File: src/design/fsla_pkg.sv
// Shared types and codes for the fixed-slot free-list allocator.
package fsla_pkg;

  // Fixed field widths
  localparam int unsigned FUNC_W   = 2;
  localparam int unsigned HANDLE_W = 8;
  localparam int unsigned BYTES_W  = 12;
  localparam int unsigned STATUS_W = 3;
  localparam int unsigned SUM_W    = 20;
  localparam int unsigned FRESH_W  = 9;
  localparam int unsigned LINK_W   = HANDLE_W + 1;
  // Padded slot size: header (<= 16) plus object (<= 4095) rounded to <= 256
  localparam int unsigned PAD_W    = 13;

  // Operation codes
  localparam logic [FUNC_W-1:0] FUNC_ALLOC   = 2'd0;
  localparam logic [FUNC_W-1:0] FUNC_FREE    = 2'd1;
  localparam logic [FUNC_W-1:0] FUNC_REALLOC = 2'd2;

  // Status codes
  localparam logic [STATUS_W-1:0] STAT_OK        = 3'd0;
  localparam logic [STATUS_W-1:0] STAT_EXHAUSTED = 3'd1;
  localparam logic [STATUS_W-1:0] STAT_TOO_LARGE = 3'd2;
  localparam logic [STATUS_W-1:0] STAT_NONE      = 3'd3;
  localparam logic [STATUS_W-1:0] STAT_DBL_FREE  = 3'd4;

  typedef struct packed {
    logic [FUNC_W-1:0]   func;
    logic                has_handle;
    logic [HANDLE_W-1:0] handle;
    logic [BYTES_W-1:0]  req_bytes;
  } cmd_t;

  typedef struct packed {
    logic [STATUS_W-1:0] status;
    logic                out_valid;
    logic [HANDLE_W-1:0] out_handle;
    logic [SUM_W-1:0]    allocated_total;
    logic [SUM_W-1:0]    wasted_total;
  } rsp_t;

  // Decoded operation
  typedef enum logic [1:0] {
    OP_ALLOC,
    OP_FREE,
    OP_RESIZE,
    OP_NONE
  } op_t;

  // Sequencer states
  typedef enum logic {
    ST_IDLE,
    ST_EXEC
  } state_t;

endpackage

File: src/design/fsla_pad.sv
// Object size register and padded slot size calculation.
module fsla_pad import fsla_pkg::*; #(
  parameter int unsigned HEADER_BYTES = 4,
  parameter int unsigned ALIGN_BYTES  = 16
) (
  input  logic               clk,
  input  logic               rst,
  input  logic               cfg_we,
  input  logic [BYTES_W-1:0] cfg_wdata,
  output logic [PAD_W-1:0]   padded,
  output logic               busy
);

  // Reciprocal of the alignment, exact for raw sizes below 2^PAD_W
  localparam int unsigned SHIFT  = PAD_W + 8;
  localparam int unsigned RECIP  = ((1 << SHIFT) + ALIGN_BYTES - 1) / ALIGN_BYTES;
  localparam int unsigned PROD_W = PAD_W + SHIFT + 1;
  localparam logic [BYTES_W-1:0] OBJ_RESET = 12'd12;

  logic [BYTES_W-1:0] object_bytes;
  logic [BYTES_W-1:0] obj_eff;
  logic [PAD_W-1:0]   raw;
  logic [PROD_W-1:0]  quot_prod;
  logic [PAD_W-1:0]   quot;
  logic [PAD_W+8:0]   scaled;
  logic [1:0]         settle;
  logic [1:0]         settle_next;

  // Hold the object size register
  always_ff @(posedge clk) begin
    if (rst) begin
      object_bytes <= OBJ_RESET;
    end else if (cfg_we) begin
      object_bytes <= cfg_wdata;
    end
  end

  // Stage one: header plus size, divided by the alignment
  always_comb begin
    obj_eff   = (object_bytes == '0) ? BYTES_W'(1) : object_bytes;
    raw       = PAD_W'(HEADER_BYTES) + PAD_W'(obj_eff) + PAD_W'(ALIGN_BYTES - 1);
    quot_prod = PROD_W'(raw) * PROD_W'(RECIP);
  end

  always_ff @(posedge clk) begin
    quot <= quot_prod[SHIFT +: PAD_W];
  end

  // Stage two: scale back up to bytes
  assign scaled = (PAD_W + 9)'(quot) * (PAD_W + 9)'(ALIGN_BYTES);

  always_ff @(posedge clk) begin
    padded <= scaled[PAD_W-1:0];
  end

  // Count down while the two stages refill after reset or a write
  always_comb begin
    if (cfg_we) begin
      settle_next = 2'd2;
    end else if (settle != 2'd0) begin
      settle_next = settle - 2'd1;
    end else begin
      settle_next = settle;
    end
  end

  always_ff @(posedge clk) begin
    if (rst) begin
      settle <= 2'd2;
    end else begin
      settle <= settle_next;
    end
  end

  assign busy = (settle != 2'd0);

endmodule

File: config.mk
export PLATFORM = sky130hd
export DESIGN_NAME = fsla_pad
export DESIGN_NICKNAME = d
export VERILOG_FILES = /design/src/design/fsla_pkg.sv /design/src/design/fsla_pad.sv
export SDC_FILE = /design/constraint.sdc
export NUM_CORES = 1
export LEC_CHECK = 0
export BUFFER_PORTS_ARGS = -buffer_cell sky130_fd_sc_hd__buf_2
export CORE_ASPECT_RATIO = 1.5
export CORE_MARGIN = 10
export CORE_UTILIZATION = 53
export CTS_CLUSTER_SIZE = 10
export DETAILED_ROUTE_END_ITERATION = 7
export GPL_TIMING_DRIVEN = 0
export PLACE_DENSITY = 0.87
export SLEW_MARGIN = 30
export SYNTH_ARGS = -nofsm -noshare
export SYNTH_HDL_FRONTEND = slang
export SYNTH_SLANG_ARGS = --single-unit
File: constraint.sdc
create_clock -name clk -period 2.6 [get_ports clk]
set_input_delay 0.52 -clock clk [delete_from_list [all_inputs] [get_ports clk]]
set_output_delay 0.52 -clock clk [all_outputs]
set_load 0.02 [all_outputs]
==> Word level (Yosys, flattened, before mapping) <==
Cells that the tools add are included.
{ "totals": {"register_bits": 32, "input_bits": 15, "output_inout_bits": 14, "elab_cells": 11} }
{ "classes": {"n_addsub": 3, "n_mux": 1, "n_reduce_logical": 3} }
{ "op_table": {"columns": ["cell", "n"], "rows": [
  ["13-bit by 4-bit adder with 13-bit output (second input constant)", 1],
  ["3-bit by 12-bit adder with 13-bit output (first input constant)", 1],
  ["12-bit zero test", 1],
  ["12-bit two-way mux", 1],
  ["2-bit nonzero test", 1],
  ["2-bit OR reduction", 1],
  ["2-bit by 1-bit subtractor with 2-bit output (second input constant)", 1]
]} }

==> Logic depth before layout (Yosys ltp) <==
{ "depth": {"ltp_word": 4, "depth_mapped": 5, "mapped_depth_nobuf": 5} }

==> Worst setup path after synthesis <==
No wires, ideal clock.
{ "synth_timing": {"path_type": "reg-to-output", "start": "register settle[0]", "end": "output port busy", "arrival_ns": 0.737, "t_required_ns": 2.080, "path_slack_ns": 1.343, "path_stages_with_launch": 4, "path_buffers": 0, "cell_sequence": "dfxtp_1 -> inv_1 -> ha_1 -> inv_1"} }
{ "synth_between": {"elab_chain_cells": 1} }
{ "synth_lines": {"columns": ["element", "line", "text"], "rows": [
  ["start, declared", "fsla_pad.sv:26", "logic [1:0] settle;"],
  ["start signal, assigned", "fsla_pad.sv:71", "settle <= settle_next;"],
  ["2-bit nonzero test", "fsla_pad.sv:75", "assign busy = (settle != 2'd0);"],
  ["end, declared", "fsla_pad.sv:11", "output logic busy"]
]} }
No other way between the ends.

==> Final worst setup path <==
Ends and elaborated chain as after synthesis.

==> out/metrics.cfg <==
[run_status]
outcome=complete, no violations

[placement]
detailed_place_hpwl_um=1440
gp_congestion=0.825
io_buffers=23

[critical_path]
worst-path-buf-inv=3
crit_top_cell=inv_1
path_cells=inv_1, ha_1, inv_1, buf_2
critical_path_depth=4
cp.arrival_ns=1.19
cp-start-kind=flip-flop
cp_slowest_cell=dfxtp_1
required_ns=2.08
cpLargestDelayFamily=flip-flops
endpoint_kind=output pin
path_max_fanout=2
max_stage_delay_ns=0.35
setup.worst_path.class=reg -> out
reg2regPathDepth=5

[sta]
layout_min_cycle_time_ns=1.71
final_max_slew_viol_count=0
fin_skew_ns=0.00648
finalHoldViolations=0
fmax_mhz=586
setup_viol=0
tns_ns=0
rsz0062_at_grt=false
finalCritPeriodShare=0.656

[synth]
yosys_warnings=0
syn_inst=92
yosysTopAreaCell=dfxtp_1
avgSynthCellArea_um2=11.8
synth_flop_cell=dfxtp_1
synth_top_area_share=0.593
synth_area_um2=1080
async_flop_share=0
synth_edf_count=0
yosysSeqAreaShare=0.593
yosysUniqueCellTypes=23
ys_seq_elements=32
yosys-top-cells-area=dfxtp_1 59%, mux2i_1 10%, xnor2_1 6.5%, nor2_1 4.2%, buf_4 3.5%
synth_commonest_cells=32 x dfxtp_1, 12 x nor2_1, 11 x mux2i_1, 8 x xnor2_1, 5 x buf_4
synth_most_common_cell=dfxtp_1

[cts]
cts_buffers=5
post-cts-setup-buffer-count=0
cts_tree=yes
cts_resized=0
clk-insertion-delay-late_ns=0.33
path_clk_slew_ns=0.10
clockBufferDepth=2
cts_hold_buf=0
h-tree-depth=2
cts-root-buf=clkbuf_4
cts_sinks=32

[route]
wirelength_um=1880
detail-route-antenna-nets=0
drtIter0Drc=14
viasPerCell=4.93
wire_per_inst_um=12.7
firstDrtPassIters=4
drc=0
via_count=729

[global_route]
grt_pass1_vias=738
grt_pass1_wl_um=2990
grt_usage=0.0903
grt_overflow=0
grt_start_max_net_pins=12
antenna_found_initial=0

[finish]
area_growth_pct=21.6
drive_above_1_share=0.333
register_area_um2=641
nets=141
fillers=169
utilization=0.665
multi_input_area_um2=389
antenna_cells=0

[run]
cap_violations=0

[floorplan]
io_pins=29
start_util=0.547
die_w_um=56.9
die_h_um=75.3
dieArea_um2=4280
rows=20
coreArea_um2=1980

[power]
powerDensity_nw_per_um2=771
finalPower_mw=1.01
static-leakage-power_nw=0.618
peakVddDrop_v=0.000473

[worst_hold_path]
holdPathStages=0
hp-class=reg -> reg

[metrics by stage]
| stage | setup slack (ns) | cells | cell area (um2) | hold WS, ns |
|---|---|---|---|---|
| final | 0.895 | 148 | 1320 | 0.334 |
| after global routing | 0.832 | 148 | 1320 | 0.346 |
| after CTS | 0.868 | 148 | 1320 | 0.337 |
| after detailed placement | 1.24 | 140 | 1230 | 0.312 |
| after global placement | 1.26 | 140 | 1230 | 0.310 |
| after floorplan | 1.34 | 95 | 1090 | 0.310 |
[logic make-up (layout without fill, tap and decap cells)]
| logic type | Yosys count | count (layout) | share of synthesized area |
|---|---|---|---|
| AOI/OAI and AO/OA | 9 | 9 | 0.0822 |
| xor gates and xnor gates | 9 | 9 | 0.0729 |
| adders and majority gates | 1 | 1 | 0.0116 |
| buffers and inverters | 11 | 42 | 0.0579 |
| DFF | 32 | 32 | 0.593 |
| muxes | 11 | 11 | 0.102 |
| other | 1 | 4 | 0.00347 |
| and+or+nand+nor | 18 | 18 | 0.0775 |
[layout by cell type, fill, tap and decap left out, types with 2 or more instances in the layout]
cell type	netlist	routed
a211o_1	2	2
buf_2	2	25
buf_4	5	5
clkbuf_4	0	5
conb_1	1	4
dfxtp_1	32	32
inv_1	3	3
mux2i_1	11	11
nor2_1	12	12
nor2b_1	2	2
o21ai_0	2	2
xnor2_1	8	8
[path summary, 6_finish.rpt]
check	from	to	slack, ns
worst min-delay path	quot[7]	padded[11]	0.33
worst min register to register	quot[7]	padded[11]	0.33
worst max register to register	settle[0]	settle[1]	1.44
worst max-delay path	settle[0]	busy	0.89
[routing by layer]
| metal | GRT usage | vias up | wire length [um] |
|---|---|---|---|
| met5 | 0 | - | 0 |
| met4 | 0.0628 | 0 | 57 |
| met3 | 0.0500 | 7 | 143 |
| met2 | 0.159 | 24 | 994 |
| met1 | 0.0763 | 333 | 682 |
| li1 | - | 365 | - |
[report_power, final]
group	total (mW)	internal, mW	switching, mW	leakage [nW]
combinational	0.106	0.0482	0.0576	0.312
clock	0.364	0.200	0.164	0.0412
sequential	0.544	0.526	0.0175	0.265
total	1.01	0.775	0.239	0.618
[worst reg2reg max path: stages (launching register included)]
cell,delay (ns)
dfxtp_1,0.35
inv_1,0.05
ha_1,0.21
inv_1,0.08
mux2i_1,0.06
or3_1,0.30
[registers in the layout, indices dropped and copies added, names as in the netlist]
signal,flops
settle,2
object_bytes,12
quot,9
padded,9
[area by class of cell]
cell class | count | share of cell area
timing repair buffer | 23 | 0.0875
multi-input combinational | 52 | 0.296
clock inverter | 3 | 0.0324
clock buffer | 5 | 0.0285
sequential | 32 | 0.487
tap | 22 | 0.0209
buffer | 8 | 0.0390
inverter | 3 | 0.00856
Power figures use the tool's default switching activity.
